**config.mk**
```make
export PLATFORM = sky130hd
export DESIGN_NAME = line_pixel_rasterizer_flat
export DESIGN_NICKNAME = d
export VERILOG_FILES = /design/src/hdl/lpr_pkg.sv /design/src/hdl/lpr_req_if.sv /design/src/hdl/lpr_pix_if.sv /design/src/hdl/lpr_ctrl.sv /design/src/hdl/lpr_dp.sv /design/src/hdl/line_pixel_rasterizer.sv /design/src/flat_wrapper.sv
export SDC_FILE = /design/constraint.sdc
export NUM_CORES = 1
export LEC_CHECK = 0
export BUFFER_PORTS_ARGS = -buffer_cell sky130_fd_sc_hd__buf_2
export CORE_MARGIN = 10
export CORE_UTILIZATION = 40
export CTS_BUF_LIST = sky130_fd_sc_hd__clkbuf_4 sky130_fd_sc_hd__clkbuf_8 sky130_fd_sc_hd__clkbuf_16
export DETAILED_ROUTE_END_ITERATION = 10
export PLACE_DENSITY = 0.57
export SKIP_CTS_REPAIR_TIMING = 1
export SLEW_MARGIN = 10
export SYNTH_ARGS = -nofsm -noshare
export SYNTH_HDL_FRONTEND = slang
export SYNTH_SLANG_ARGS = --single-unit
```
**constraint.sdc**
```tcl
create_clock -name i_clk -period 11.4 [get_ports i_clk]
set_input_delay 2.28 -clock i_clk [delete_from_list [all_inputs] [get_ports i_clk]]
set_output_delay 2.28 -clock i_clk [all_outputs]
set_load 0.05 [all_outputs]
```
**src/hdl/lpr_pkg.sv**
```systemverilog
// ---------------------------------------------------------------------------
// lpr_pkg
// Shared types and constants for the line pixel rasterizer.
// ---------------------------------------------------------------------------
package lpr_pkg;

    // request codes
    localparam logic REQ_START = 1'b0;
    localparam logic REQ_NEXT  = 1'b1;

    // quotient never exceeds the 9-bit rise, so nine restoring steps suffice
    localparam int DIV_STEPS = 9;
    typedef logic [3:0] t_step_cnt;

    typedef struct packed {
        logic       req_type;
        logic [9:0] x_start;
        logic [8:0] y_start;
        logic [9:0] x_end;
        logic [8:0] y_end;
        logic [7:0] red_in;
        logic [7:0] green_in;
        logic [7:0] blue_in;
    } t_req;

    typedef struct packed {
        logic [9:0]  pixel_x;
        logic [8:0]  pixel_y;
        logic [18:0] pixel_index;
        logic [7:0]  red_out;
        logic [7:0]  green_out;
        logic [7:0]  blue_out;
        logic        last_pixel;
    } t_pix;

    // controller -> datapath
    typedef struct packed {
        logic load;      // request word accepted
        logic mul;       // form rise*run, seed divider
        logic div_step;  // one restoring step
        logic fin;       // apply quotient to first row
        logic emit;      // load output register
    } t_dp_cmd;

    // datapath -> controller
    typedef struct packed {
        logic emit_req;  // accepted word produces a pixel
        logic out_free;  // output register can take a word
    } t_dp_sts;

endpackage

```
**src/hdl/lpr_req_if.sv**
```systemverilog
// ---------------------------------------------------------------------------
// lpr_req_if
// Valid/ready channel carrying request words.
// ---------------------------------------------------------------------------
interface lpr_req_if;
    import lpr_pkg::*;

    logic valid;
    logic ready;
    t_req payload;

    modport source (output valid, output payload, input ready);
    modport sink (input valid, input payload, output ready);
endinterface

```
**src/hdl/lpr_pix_if.sv**
```systemverilog
// ---------------------------------------------------------------------------
// lpr_pix_if
// Valid/ready channel carrying pixel words.
// ---------------------------------------------------------------------------
interface lpr_pix_if;
    import lpr_pkg::*;

    logic valid;
    logic ready;
    t_pix payload;

    modport source (output valid, output payload, input ready);
    modport sink (input valid, input payload, output ready);
endinterface

```
**src/hdl/lpr_ctrl.sv**
```systemverilog
// ---------------------------------------------------------------------------
// lpr_ctrl
// Sequencer: accept, multiply, divide steps, finish, output.
// ---------------------------------------------------------------------------
module lpr_ctrl (
    input  logic              i_clk,
    input  logic              i_rst_n,
    input  logic              i_in_valid,
    output logic              o_in_ready,
    input  lpr_pkg::t_dp_sts  i_sts,
    output lpr_pkg::t_dp_cmd  o_cmd
);
    import lpr_pkg::*;

    typedef enum logic [2:0] {
        S_IDLE,
        S_MUL,
        S_DIV,
        S_FIN,
        S_OUT
    } t_state;

    localparam t_step_cnt DivLast = t_step_cnt'(DIV_STEPS - 1);

    t_state    r_state, n_state;
    t_step_cnt r_cnt, n_cnt;
    logic      accept;

    assign o_in_ready = (r_state == S_IDLE);
    assign accept     = i_in_valid && o_in_ready;

    always_comb begin
        n_state = r_state;
        n_cnt   = r_cnt;
        unique case (r_state)
            S_IDLE: begin
                if (accept && i_sts.emit_req) begin
                    n_state = S_MUL;
                end
            end
            S_MUL: begin
                n_state = S_DIV;
                n_cnt   = '0;
            end
            S_DIV: begin
                n_cnt = r_cnt + t_step_cnt'(1);
                if (r_cnt == DivLast) begin
                    n_state = S_FIN;
                end
            end
            S_FIN: begin
                n_state = S_OUT;
            end
            S_OUT: begin
                if (i_sts.out_free) begin
                    n_state = S_IDLE;
                end
            end
            default: begin
                n_state = S_IDLE;
            end
        endcase
    end

    always_comb begin
        o_cmd          = '0;
        o_cmd.load     = accept;
        o_cmd.mul      = (r_state == S_MUL);
        o_cmd.div_step = (r_state == S_DIV);
        o_cmd.fin      = (r_state == S_FIN);
        o_cmd.emit     = (r_state == S_OUT) && i_sts.out_free;
    end

    always_ff @(posedge i_clk) begin
        if (!i_rst_n) begin
            r_state <= S_IDLE;
            r_cnt   <= '0;
        end else begin
            r_state <= n_state;
            r_cnt   <= n_cnt;
        end
    end

endmodule

```
**src/hdl/lpr_dp.sv**
```systemverilog
// ---------------------------------------------------------------------------
// lpr_dp
// Line state, rise*run multiplier, restoring divider and output register.
// ---------------------------------------------------------------------------
module lpr_dp #(
    parameter int FRAME_WIDTH = 640
) (
    input  logic              i_clk,
    input  logic              i_rst_n,
    input  lpr_pkg::t_dp_cmd  i_cmd,
    output lpr_pkg::t_dp_sts  o_sts,
    input  lpr_pkg::t_req     i_req,
    input  logic              i_out_ready,
    output logic              o_out_valid,
    output lpr_pkg::t_pix     o_pix
);
    import lpr_pkg::*;

    localparam logic [18:0] FrameWidthMod = 19'(FRAME_WIDTH);

    // latched line
    logic [9:0] r_first_col, r_final_col, r_next_col, r_x, r_span;
    logic [8:0] r_first_row, r_final_row, r_y;
    logic [7:0] r_red, r_green, r_blue;
    logic       r_line_active, r_desc;

    // divider
    logic [9:0] r_rem;
    logic [8:0] r_quo;

    logic        r_out_valid;
    t_pix        r_pix;

    logic [9:0]  span, run;
    logic [8:0]  rise, quot;
    logic [18:0] prod;
    logic [10:0] trial;
    logic [11:0] diff;
    logic [18:0] index;
    logic        is_last;

    assign span  = r_final_col - r_first_col;
    assign run   = r_x - r_first_col;
    assign rise  = (r_final_row < r_first_row) ? (r_first_row - r_final_row)
                                               : (r_final_row - r_first_row);
    assign prod  = 19'(rise) * 19'(run);

    // partial remainder stays below the span, so 11 bits cover the shift-in
    assign trial = {r_rem, r_quo[8]};
    assign diff  = {1'b0, trial} - {2'b00, r_span};

    assign quot    = (r_span == '0) ? '0 : r_quo;
    assign index   = 19'(r_y) * FrameWidthMod + 19'(r_x);
    assign is_last = (r_x == r_final_col);

    always_comb begin
        o_sts = '0;
        if (i_req.req_type == REQ_START) begin
            o_sts.emit_req = (i_req.x_end >= i_req.x_start);
        end else begin
            o_sts.emit_req = r_line_active;
        end
        o_sts.out_free = !r_out_valid || i_out_ready;
    end

    always_ff @(posedge i_clk) begin
        if (i_cmd.load) begin
            if (i_req.req_type == REQ_START) begin
                r_first_col <= i_req.x_start;
                r_first_row <= i_req.y_start;
                r_final_col <= i_req.x_end;
                r_final_row <= i_req.y_end;
                r_red       <= i_req.red_in;
                r_green     <= i_req.green_in;
                r_blue      <= i_req.blue_in;
                r_x         <= i_req.x_start;
            end else begin
                r_x <= r_next_col;
            end
        end
        if (i_cmd.mul) begin
            r_span <= span;
            r_desc <= (r_final_row < r_first_row);
            r_rem  <= prod[18:9];
            r_quo  <= prod[8:0];
        end
        if (i_cmd.div_step) begin
            if (!diff[11]) begin
                r_rem <= diff[9:0];
                r_quo <= {r_quo[7:0], 1'b1};
            end else begin
                r_rem <= trial[9:0];
                r_quo <= {r_quo[7:0], 1'b0};
            end
        end
        if (i_cmd.fin) begin
            r_y <= r_desc ? (r_first_row - quot) : (r_first_row + quot);
        end
        if (i_cmd.emit) begin
            r_pix.pixel_x     <= r_x;
            r_pix.pixel_y     <= r_y;
            r_pix.pixel_index <= index;
            r_pix.red_out     <= r_red;
            r_pix.green_out   <= r_green;
            r_pix.blue_out    <= r_blue;
            r_pix.last_pixel  <= is_last;
            r_next_col        <= r_x + 10'd1;
        end
    end

    always_ff @(posedge i_clk) begin
        if (!i_rst_n) begin
            r_line_active <= 1'b0;
            r_out_valid   <= 1'b0;
        end else begin
            if (i_cmd.load && (i_req.req_type == REQ_START)) begin
                r_line_active <= 1'b0;
            end else if (i_cmd.emit) begin
                r_line_active <= !is_last;
            end
            if (i_cmd.emit) begin
                r_out_valid <= 1'b1;
            end else if (i_out_ready) begin
                r_out_valid <= 1'b0;
            end
        end
    end

    assign o_out_valid = r_out_valid;
    assign o_pix       = r_pix;

endmodule

```
**src/hdl/line_pixel_rasterizer.sv**
```systemverilog
// ---------------------------------------------------------------------------
// line_pixel_rasterizer
// X-major line rasterizer: at most one pixel word per start or next request.
//
//   channel   dir   word    handshake
//   i_req     in    t_req   valid/ready
//   o_pix     out   t_pix   valid/ready
//
// A request that produces a pixel goes from accept to the output register
// through accept, multiply, 9 restoring divider steps, row add, output load.
// A request that produces nothing is done in its accept cycle.
// One request is in flight at a time; i_req.ready is high only when idle.
// A held output stalls the sequencer in its last step only.
// Reset is synchronous, active low, and leaves no line active.
// ---------------------------------------------------------------------------
module line_pixel_rasterizer #(
    parameter int FRAME_WIDTH = 640
) (
    input  logic       i_clk,
    input  logic       i_rst_n,
    lpr_req_if.sink    i_req,
    lpr_pix_if.source  o_pix
);
    import lpr_pkg::*;

    t_dp_cmd cmd;
    t_dp_sts sts;

    lpr_ctrl u_ctrl (
        .i_clk      (i_clk),
        .i_rst_n    (i_rst_n),
        .i_in_valid (i_req.valid),
        .o_in_ready (i_req.ready),
        .i_sts      (sts),
        .o_cmd      (cmd)
    );

    lpr_dp #(
        .FRAME_WIDTH (FRAME_WIDTH)
    ) u_dp (
        .i_clk       (i_clk),
        .i_rst_n     (i_rst_n),
        .i_cmd       (cmd),
        .o_sts       (sts),
        .i_req       (i_req.payload),
        .i_out_ready (o_pix.ready),
        .o_out_valid (o_pix.valid),
        .o_pix       (o_pix.payload)
    );

endmodule

```
**src/flat_wrapper.sv**
```systemverilog
// flat-port wrapper written by rule: the top's interface ports become plain ports
module line_pixel_rasterizer_flat import lpr_pkg::*;
#(
    parameter int FRAME_WIDTH = 640
)
  (i_clk, i_rst_n, i_req_valid, i_req_payload, i_req_ready, o_pix_valid, o_pix_payload, o_pix_ready);
  lpr_req_if i_req_i ();
  lpr_pix_if o_pix_i ();
  input  logic i_clk;
  input  logic i_rst_n;
  input wire logic [$bits(i_req_i.valid)-1:0] i_req_valid;
  input wire logic [$bits(i_req_i.payload)-1:0] i_req_payload;
  output wire logic [$bits(i_req_i.ready)-1:0] i_req_ready;
  output wire logic [$bits(o_pix_i.valid)-1:0] o_pix_valid;
  output wire logic [$bits(o_pix_i.payload)-1:0] o_pix_payload;
  input wire logic [$bits(o_pix_i.ready)-1:0] o_pix_ready;
  assign i_req_i.valid = i_req_valid;
  assign i_req_i.payload = i_req_payload;
  assign i_req_ready = i_req_i.ready;
  assign o_pix_valid = o_pix_i.valid;
  assign o_pix_payload = o_pix_i.payload;
  assign o_pix_i.ready = o_pix_ready;
  line_pixel_rasterizer #(.FRAME_WIDTH(FRAME_WIDTH)) u_core (.i_clk(i_clk), .i_rst_n(i_rst_n), .i_req(i_req_i), .o_pix(o_pix_i));
endmodule
```
* Word level (Yosys, flattened, before mapping) *
Index checks and enable logic that the tools add are counted.

storage, ports and cells
  input port bits = 67
  logic and storage cells = 82
  register bits = 193

cells by class
  muxes and demuxes = 18
  $add $sub $neg = 10
  bitwise gates (word level) = 2
  equality and inequality tests = 9
  reduce and logical (&&, ||, !) cells = 14
  multiply operators = 2
  magnitude comparators = 2

operator list
  operator               number
  $mux 9                 5
  $mux 10                4
  $sub 9x9->9            3
  $sub 10x10->10         2
  $add 19x10->19         1
  $mul 9x10->19          1
  $pmux 3 s5             1
  $mul 9x3->12 const B   1
  $sub 11x10->12         1
  $add 10x1->10 const B  1
  $eq 10x10->1           1
  $ge 10x10->1           1
  $logic_not 10->1       1
  $add 9x9->9            1
  $lt 9x9->1             1
  $mux 3                 3
  $pmux 4 s2             1
  $eq 3x2->1 const B     2
  $add 4x1->4 const B    1
  $eq 4x4->1 const B     1
  $logic_and 1x1->1      4
  $mux 1                 4
  $ne 2x2->1 const B     2
  $reduce_bool 2->1      2
  10 further kinds       12

* Depth between registers and ports, before layout *
Gate-level depths: netlist of run 1.

  word-level depth = 5
  mapped depth = 25

* Hierarchy *
A second synthesis of run 1 with hierarchy kept.

second synthesis, totals
  cell total of the unflattened synthesis = 1121
  area, all modules = 12608.3 um^2

modules (own cells, without submodules)
  module    seq. area each (um^2)  cells each  area each (um^2)  times used
  lpr_dp    5355.1                 1067        12155.4           1
  lpr_ctrl  140.1                  54          452.9             1

* Worst setup path after synthesis of run 1 *
OpenSTA, ideal clock, no wires.

  kind = register to register
  start point = register u_core.u_dp.r_x[0]
  end point = register u_core.u_dp.r_rem[9] (data pin)
  stages on the path, launching flop included = 24
  clock period less this slack = 6.149 ns
  setup slack = 5.251 ns
  data arrival time = 5.892 ns
  library setup time = 0.257 ns
  path through = edfxtp_1 inv_1 ha_1 inv_1 fa_1 a21o_1 a21oi_1 o21ai_1 o41ai_2 xor2_1 a21oi_1 fa_1 fa_1 fa_1 inv_1 fa_1 inv_1 ha_1 a21o_1 a221oi_1 nor3_1 nor3b_1 xnor2_1 a32o_1

on the way
  longest elaborated chain between the ends = 4

RTL lines
  element                 line          source
  from (decl)             lpr_dp.sv:22  logic [9:0] r_first_col, r_final_col, r_next_col, r_x, r_span;
  from (signal assigned)  lpr_dp.sv:76  r_x <= i_req.x_start;
  from (signal assigned)  lpr_dp.sv:78  r_x <= r_next_col;
  $sub 10x10->10          lpr_dp.sv:43  assign run = r_x - r_first_col;
  $mul 9x10->19           lpr_dp.sv:46  assign prod = 19'(rise) * 19'(run);
  $mux 10                 lpr_dp.sv:81  if (i_cmd.mul) begin
  $mux 10                 lpr_dp.sv:87  if (i_cmd.div_step) begin
  to (signal assigned)    lpr_dp.sv:84  r_rem <= prod[18:9];
  to (signal assigned)    lpr_dp.sv:89  r_rem <= diff[9:0];
  to (signal assigned)    lpr_dp.sv:92  r_rem <= trial[9:0];
  to (decl)               lpr_dp.sv:28  logic [9:0] r_rem;

Every way passes these cells. The select of a mux whose other input is x is not followed.
A chain may end at the register's enable or synchronous reset.

* Final worst setup path of run 1 *
Ends and elaborated chain as after synthesis.

==> results of run 1 <==
==> critical path, stage by stage (launching register included) <==
cell and delay, ns:
edfxtp_1 0.47, inv_1 0.13, ha_1 0.17, inv_1 0.05, fa_1 0.40, a21o_1 0.18, a21oi_1 0.24, o21ai_1 0.14
o41ai_2 0.25, xor2_1 0.67, a21oi_1 0.14, fa_1 0.56, fa_1 0.44, fa_1 0.55, inv_1 0.07, fa_1 0.53
inv_1 0.05, ha_1 0.33, a21o_1 0.20, a221oi_1 0.45, nor3_1 0.11, nor3b_1 0.24, xnor2_1 0.11, a32o_1 0.21
==> power groups by stage <==
stage / registers [uW] / clock network [uW] / logic (uW)
final: 1010 / 572 / 3180
after global routing: 1020 / 613 / 3700
after CTS: 1010 / 588 / 3210
after detailed placement: 1030 / 0 / 3190
after global placement: 1030 / 0 / 3150
after floorplan: 1010 / 0 / 2500
==> registers in the layout, summed over array words and instances (netlist names), 8 cells and up <==
name	cells
u_core.u_dp.r_quo	9
u_core.u_dp.r_green	8
u_core.u_dp.r_first_col	10
u_core.u_dp.o_pix	56
u_core.u_dp.r_first_row	9
u_core.u_dp.r_y	9
u_core.u_dp.r_red	8
u_core.u_dp.r_span	10
u_core.u_dp.r_x	10
u_core.u_dp.r_rem	10
u_core.u_dp.r_next_col	10
u_core.u_dp.r_final_row	9
u_core.u_dp.r_final_col	10
u_core.u_dp.r_blue	8
==> per-stage QoR <==
step	instances	instance area [um^2]
finish	1709	14500
global placement	1677	14000
CTS	1709	14500
floorplan	1165	12900
global route	1709	14500
detailed placement	1677	14000
==> area by class of cell <==
| class | count | area (um^2) |
|---|---|---|
| multi-input cells | 797 | 6700 |
| fillers | 2970 | 17200 |
| clock inverters | 15 | 138 |
| clock buffers | 17 | 425 |
| flip-flops and latches | 186 | 5500 |
| repair buffers | 136 | 693 |
| well taps | 402 | 503 |
| inverters | 156 | 586 |
==> cells in the final DEF (no fill, tap or decap), drive strengths merged, types with 9 or more instances in the layout <==
master and n:
edfxtp 177, clkbuf 17, nor2 65, a21boi 10, or2 12, xnor2 44, xor2 27, ha 123
nor2b 16, nand3 24, buf 136, nor3 22, a21oi 65, inv 161, or3 22, nand2 63
a21o 28, fa 65, a211oi 13, mux2i 10, dfxtp 9, o21a 12, o21ai 53, nand2b 14
==> worst max-delay path by stage <==
stage | slack [ns] | end | start | cells after the start
2_1_floorplan | 5.25 | u_core.u_dp.r_rem[9]$_DFFE_PP_ | u_core.u_dp.r_x[0]$_DFFE_PP_ | 23
3_3_place_gp | 4.68 | u_core.u_dp.r_rem[9]$_DFFE_PP_ | u_core.u_dp.r_x[0]$_DFFE_PP_ | 23
3_5_place_dp | 4.53 | u_core.u_dp.r_rem[6]$_DFFE_PP_ | u_core.u_dp.r_x[0]$_DFFE_PP_ | 23
4_1_cts | 4.51 | u_core.u_dp.r_rem[9]$_DFFE_PP_ | u_core.u_dp.r_x[0]$_DFFE_PP_ | 23
5_1_grt | 4.04 | u_core.u_dp.r_rem[9]$_DFFE_PP_ | u_core.u_dp.r_x[0]$_DFFE_PP_ | 23
6_report | 4.49 | u_core.u_dp.r_rem[9]$_DFFE_PP_ | u_core.u_dp.r_x[0]$_DFFE_PP_ | 23
==> cell families (layout without fill, tap and decap cells) <==
| group | count (synthesis) | count (layout) |
|---|---|---|
| and+or+nand+nor | 279 | 279 |
| AOI/OAI and AO/OA | 244 | 244 |
| adders and majority gates | 188 | 188 |
| DFF | 186 | 186 |
| buffers and inverters | 182 | 324 |
| xor gates and xnor gates | 71 | 71 |
| muxes | 15 | 15 |
==> routing by layer <==
| layer | up-vias | share of wire | GRT usage |
|---|---|---|---|
| li1 | 4388 | - | - |
| met1 | 4335 | 0.47 | 0.208 |
| met2 | 197 | 0.48 | 0.254 |
| met3 | 15 | 0.048 | 0.0259 |
| met4 | 0 | 0.0085 | 0.0325 |
| met5 | - | 0 | 0 |
==> results.cfg, run 1 <==
[final_layout]
area_growth_pct = 12.6
diodes = 0
final_net_count = 1549
final_util = 0.458
drive_gt1_frac = 0.153

[routing]
route.detailed.drc = 0
route.vias.total = 8935
routedWlPerCell_um = 17.3
avgViaCountPerCell = 5.23
routed_wl_um = 29500
drtIter0Drc = 576
dr.pass1.iters = 5
ant_nets = 0

[logic_synthesis]
yosysUniqueCellTypes = 77
syn-num-nets = 1420
synth_top_area_frac = 0.412
yosysMostFrequentCell = edfxtp_1
synth-simple-area-share = 0.109
synth_top_family_by_area = adder cells
synth_compound_area_frac = 0.128
synth-edff-count = 177
synthAdderAreaFrac = 0.220
yosysSeqAreaShare = 0.426
syn_area_per_cell_um2 = 11.1
synth.area.mux_share = 0.0121
synth_area_leader_cell = edfxtp_1
synth_area_um2 = 12900
async_reset_ff_frac = 0
synth_xor_area_frac = 0.0482
synth-main-ff-cell = edfxtp_1
synth_common_cells = 177 x edfxtp_1, 156 x inv_1, 123 x ha_1
yosys_register_bits = 186
synth.area.top_cells = edfxtp_1 41%, ha_1 12%, fa_1 10%
ys_warn_count = 0
synthCells = 1165

[timing]
fin_skew_ns = 0.0113
min_period_over_period = 0.607
period_needed_ns = 6.91
setup_viol = 0
setup_ws_ns = 4.49
hold_viol = 0
worstMarginPinSlew_ns = 0.919
finalSetupTns_ns = 0
max_freq_mhz = 145
slew_violations = 0
whs_ns = 0.413
slew_headroom = 0.386
rsz0062_at_grt = no

[power_and_ir_drop]
pwr-share-comb = 0.667
seqPwrFrac = 0.213
p_leak_uw = 0.00628
power.switching_uw = 2160
p_int_uw = 2610
power_uw = 4760
switching_share = 0.453
p_per_area_nw_per_um2 = 328
ir_drop_uv = 403
clkPwrFrac = 0.120

[place]
hpwl_um = 23100
io_buffers = 131
routabilityCongestion = 0.834
place_ws_ns = 4.53

[clocking]
ctsRootBufferMaster = clkbuf_16
cts.path.max_buffers = 2
cts_buffers = 17
htreeDepth = 4
cts_sinks = 186
worstSkewPairLatency_ns = 0.44
clkTransAtPathRegs_ns = 0.08
cts_tree = yes

[setup_path]
r2r-end = u_core.u_dp.r_rem[9]$_DFFE_PP_
r2r_slack_ns = 4.49
critPathRequiredTime_ns = 11.60
start_kind = flop
r2r_start = u_core.u_dp.r_x[0]$_DFFE_PP_
rr_worst_depth = 23
endpoint_kind = flop
crit_arrival_ns = 7.11
cp_max_fo = 9
worstSetupPathType = reg -> reg

[global_route]
grt_pass1_vias = 9012
grt_max_degree = 45
grt_pass1_wl_um = 48500
antenna_found_initial = 0
grt_util_all_layers = 0.154
grt.overflow.total = 0

[floorplan]
core_um2 = 31700
die_w_um = 200
start_util = 0.407
num_rows = 65
chipHeight_um = 200
io_pins = 132
die-area_um2 = 39900

[worst_hold_path]
hp-class = reg -> reg
hold_depth = 0
hold_end = u_core.u_dp.o_pix[23]$_DFFE_PP_
min_from = u_core.u_dp.r_red[6]$_DFFE_PP_

[flow_run]
maxCapViolations = 0

[run_status]
status = completed
Power figures use the tool's default switching activity.
==> inputs of run 2 (changes only) <==
PLACE_DENSITY = 0.59   (was 0.57)
clock period = 6 ns   (was 11.4 ns; I/O delays follow)
==> run 2 against run 1 <==
  * The run now ends with setup timing left
  * Clock skew is essentially flat
  * First-iteration DRC count down 18%
  * Global-route usage rose by 0.54 points
  * Routed wire length increased by 7.7%
  * Core utilization grew 6.3 points
  * Critical path type unchanged
  * Critical endpoint unchanged
  * Highest routed layer unchanged
==> results.cfg, run 2 (same netlist as run 1, synthesis figures left out) <==
[setup_path]
cp_max_fo = 5
endpoint_kind = flop
rr_worst_depth = 25
critPathRequiredTime_ns = 6.19
r2r_slack_ns = -0.06
worstSetupPathType = reg -> reg
crit_arrival_ns = 6.26
start_kind = flop

[routing]
drtIter0Drc = 472
routed_wl_um = 31800
route.vias.total = 9560
dr.pass1.iters = 5
ant_nets = 0
route.detailed.drc = 0
avgViaCountPerCell = 5.15
routedWlPerCell_um = 17.2

[clocking]
ctsRootBufferMaster = clkbuf_16
htreeDepth = 4
cts_sinks = 186
cts.path.max_buffers = 2
cts_buffers = 17
clkTransAtPathRegs_ns = 0.07
cts_tree = yes
worstSkewPairLatency_ns = 0.44

[floorplan]
die_w_um = 200
core_um2 = 31700
chipHeight_um = 200
die-area_um2 = 39900
io_pins = 132
start_util = 0.407
num_rows = 65

[final_layout]
final_util = 0.521
final_net_count = 1695
layout_common_cells = 177 x edfxtp_1, 141 x inv_1, 137 x buf_4
final_common_cell = edfxtp_1
area_growth_pct = 28.0
diodes = 0
drive_gt1_frac = 0.319
largest_register_ffs = 56
final_area_um2 = 16500

[global_route]
grt_pass1_wl_um = 50300
grt.overflow.total = 0
grt_max_degree = 43
antenna_found_initial = 0
grt_pass1_vias = 9609
grt_util_all_layers = 0.159

[timing]
max_freq_mhz = 165
worstMarginPinSlew_ns = 0.906
min_period_over_period = 1.01
hold_viol = 0
setup_viol = 2
fin_skew_ns = 0.0112
finalSetupTns_ns = -0.108
setup_ws_ns = -0.0630
period_needed_ns = 6.06
slew_headroom = 0.395
slew_violations = 0
rsz0062_at_grt = yes

[place]
io_buffers = 131
routabilityCongestion = 0.902
placed_cell_area_um2 = 14900
hpwl_um = 24800

[run_status]
failed_checks = setup timing
status = finished, violations left

[worst_hold_path]
hold_depth = 0
hp-class = reg -> reg

[flow_run]
maxCapViolations = 0
## run 2: changes by cell type in the layout (fill, tap and decap cells not counted), moves of 9 or more
cell / change
buf_4: +132
or3_1: -9
ha_1: -16
a21oi_2: +16
a21oi_1: -19
inv_1: -15
or3_4: +9
inv_2: +15
buf_6: +13
ha_4: +13
## run 2: final cells by class
| class | instances | area, um^2 |
|---|---|---|
| multi-input combinational | 797 | 7460 |
| inverter | 156 | 586 |
| tap | 402 | 503 |
| clock inverter | 15 | 205 |
| sequential | 186 | 5500 |
| fill | 2766 | 15200 |
| clock buffer | 17 | 425 |
| timing repair buffer | 282 | 1850 |
## run 2: through the flow
step / instances / hold WS [ns] / setup WS (ns)
3_3_place_gp: 1803 / 0.401 / -0.271
2_1_floorplan: 1165 / 0.400 / -0.0363
3_5_place_dp: 1803 / 0.406 / -0.387
4_1_cts: 1835 / 0.419 / -0.412
5_1_grt: 1855 / 0.428 / -0.330
6_report: 1855 / 0.415 / -0.0630
## run 2: worst paths after layout
| path | from | end |
|---|---|---|
| worst min-delay path | u_core.u_dp.r_blue[3]$_DFFE_PP_ | u_core.u_dp.o_pix[4]$_DFFE_PP_ |
| worst max-delay path | u_core.u_dp.r_x[0]$_DFFE_PP_ | u_core.u_dp.r_rem[9]$_DFFE_PP_ |
| worst min register to register | u_core.u_dp.r_blue[3]$_DFFE_PP_ | u_core.u_dp.o_pix[4]$_DFFE_PP_ |
| worst max register to register | u_core.u_dp.r_x[0]$_DFFE_PP_ | u_core.u_dp.r_rem[9]$_DFFE_PP_ |
## run 2: critical path, stage by stage, from the launching register on
cell      delay [ns]
edfxtp_1        0.40
inv_2           0.10
ha_4            0.13
inv_2           0.04
fa_2            0.35
a21o_1          0.20
a21oi_2         0.18
o21ai_2         0.10
o41ai_4         0.35
xor2_2          0.26
buf_6           0.17
a21oi_2         0.04
fa_1            0.49
fa_1            0.52
fa_1            0.53
inv_2           0.04
fa_1            0.49
inv_2           0.05
ha_4            0.26
and3_4          0.20
buf_6           0.10
nor3b_4         0.17
nand3_2         0.09
nor3b_4         0.17
xnor2_2         0.16
a32o_1          0.21
## run 2: routing by layer
layer | wire length, um | part of all wire | GRT usage
met1 | 14500 | 0.46 | 0.207
met3 | 1240 | 0.039 | 0.0257
met5 | 0 | 0 | 0
met4 | 475 | 0.015 | 0.0423
met2 | 15600 | 0.49 | 0.269
Power of run 2 is left out: the tool's default activity adds up to more than one toggle a clock period on the data nets, which glitch-free logic cannot reach.
==> inputs of run 3 (changes only) <==
PLACE_DENSITY = 0.56   (was 0.59)
==> run 3 against run 2 <==
  * The flow still finishes with violations (setup timing)
  * Highest routed layer unchanged
  * Sequential share of layout area grew 0.49 points
  * Core utilization is 0.76 points lower
  * Critical path depth is 1 higher
  * Non-clock buffer count increased by 5
  * Worst setup slack lost 0.12 ns
  * Register-to-register slack lost 0.12 ns
  * Via count down 0.96%
  * Largest cell class unchanged
  * Final area decreased by 1.5%
==> results.cfg, run 3 (same netlist as run 1, synthesis figures left out) <==
[global_route]
grt_util_met2 = 0.263
busiest_layer = met2
grt.overflow.total = 0
grt_util_all_layers = 0.159
grt_max_degree = 69
met1_usage = 0.215
grt_pass1_vias = 9373
met3_usage = 0.0252
grt_pass1_wl_um = 50100
antenna_found_initial = 0

[setup_path]
critPathRequiredTime_ns = 6.19
endpoint_kind = flop
crit_arrival_ns = 6.38
start_kind = flop
cp-startpoint = u_core.u_dp.r_x[0]$_DFFE_PP_
worstSetupPathType = reg -> reg
r2r_start = u_core.u_dp.r_x[0]$_DFFE_PP_
worstSetupEndpoint = u_core.u_dp.r_rem[9]$_DFFE_PP_
cp_slowest_cell = fa_1
rr_worst_depth = 26
r2r-end = u_core.u_dp.r_rem[9]$_DFFE_PP_
cpPeakStageDelay_ns = 0.54
r2r_slack_ns = -0.19
cp_max_fo = 5
cp_common_cell = inv_2

[final_layout]
drive_gt1_frac = 0.306
largest_register_ffs = 56
area_growth_pct = 26.1
layout_common_cells = 177 x edfxtp_1, 148 x buf_4, 140 x inv_1
fin_cells = 1860
final_util = 0.513
final_common_cell = edfxtp_1
fill_cells = 2852
diodes = 0
final_net_count = 1700

[place]
io_buffers = 131
dp_cells = 1812
place_ws_ns = -0.454
routabilityCongestion = 0.865
hpwl_um = 25100

[floorplan]
core_um2 = 31700
chipHeight_um = 200
die-area_um2 = 39900
die_w_um = 200
start_util = 0.407
io_pins = 132
num_rows = 65

[routing]
dr.pass1.iters = 5
drtIter0Drc = 461
route.vias.total = 9468
routed_wl_um = 31400
ant_nets = 0
route.detailed.drc = 0
avgViaCountPerCell = 5.09
routedWlPerCell_um = 16.9

[clocking]
cts_sinks = 186
cts_tree = yes
cts_buffers = 17
clkTransAtPathRegs_ns = 0.07
worstSkewPairLatency_ns = 0.44
ctsRootBufferMaster = clkbuf_16
htreeDepth = 4
cts.path.max_buffers = 2

[timing]
setup_ws_ns = -0.186
slew_violations = 0
hold_viol = 0
period_needed_ns = 6.19
max_freq_mhz = 162
slew_headroom = 0.393
setup_viol = 4
whs_ns = 0.420
rsz0062_at_grt = yes
fin_skew_ns = 0.0139
min_period_over_period = 1.03
worstMarginPinSlew_ns = 0.910

[worst_hold_path]
hold_depth = 0
hp-class = reg -> reg
min_from = u_core.u_dp.r_green[1]$_DFFE_PP_

[flow_run]
maxCapViolations = 0

[run_status]
status = finished, violations left
failed_checks = setup timing
==> run 3: layout make-up <==
| cell class | instances | area [um^2] | area share |
|---|---|---|---|
| Multi-Input combinational cell | 797 | 7260 | 0.446 |
| Sequential cell | 186 | 5500 | 0.338 |
| Timing Repair Buffer | 287 | 1870 | 0.115 |
| Inverter | 156 | 586 | 0.0360 |
| Tap cell | 402 | 503 | 0.0309 |
| Clock buffer | 17 | 425 | 0.0261 |
| Clock inverter | 15 | 145 | 0.00891 |
==> run 3: worst min path at each step <==
stage                                                 end
after floorplan           u_core.u_dp.o_pix[10]$_DFFE_PP_
after global placement    u_core.u_dp.o_pix[18]$_DFFE_PP_
after detailed placement  u_core.u_dp.o_pix[10]$_DFFE_PP_
after CTS                 u_core.u_dp.o_pix[10]$_DFFE_PP_
after global routing      u_core.u_dp.o_pix[16]$_DFFE_PP_
final                     u_core.u_dp.o_pix[10]$_DFFE_PP_
==> run 3: worst max-delay path, delay by kind of cell, from the launching register on <==
family	cells	cell delay [ns]
fa+ha+maj	7	2.75
compound gates	6	1.13
simple gates	4	0.67
buf+inv	7	0.57
flops	1	0.41
xor+xnor	2	0.40
==> run 3: per-layer routing <==
metal,routed length [um],up-vias,share of wire
li1,-,4682,-
met1,14500,4568,0.46
met2,15100,190,0.48
met3,1460,28,0.046
met4,407,0,0.013
met5,0,-,0
==> run 3: metrics by stage <==
stage	area, um^2	setup TNS (ns)
final	16300	-0.473
after global routing	16300	-1.73
after CTS	15600	-2.08
after detailed placement	15000	-1.96
after global placement	15000	-1.37
after floorplan	12900	-0.0363
Power of run 3 is left out for the same reason.
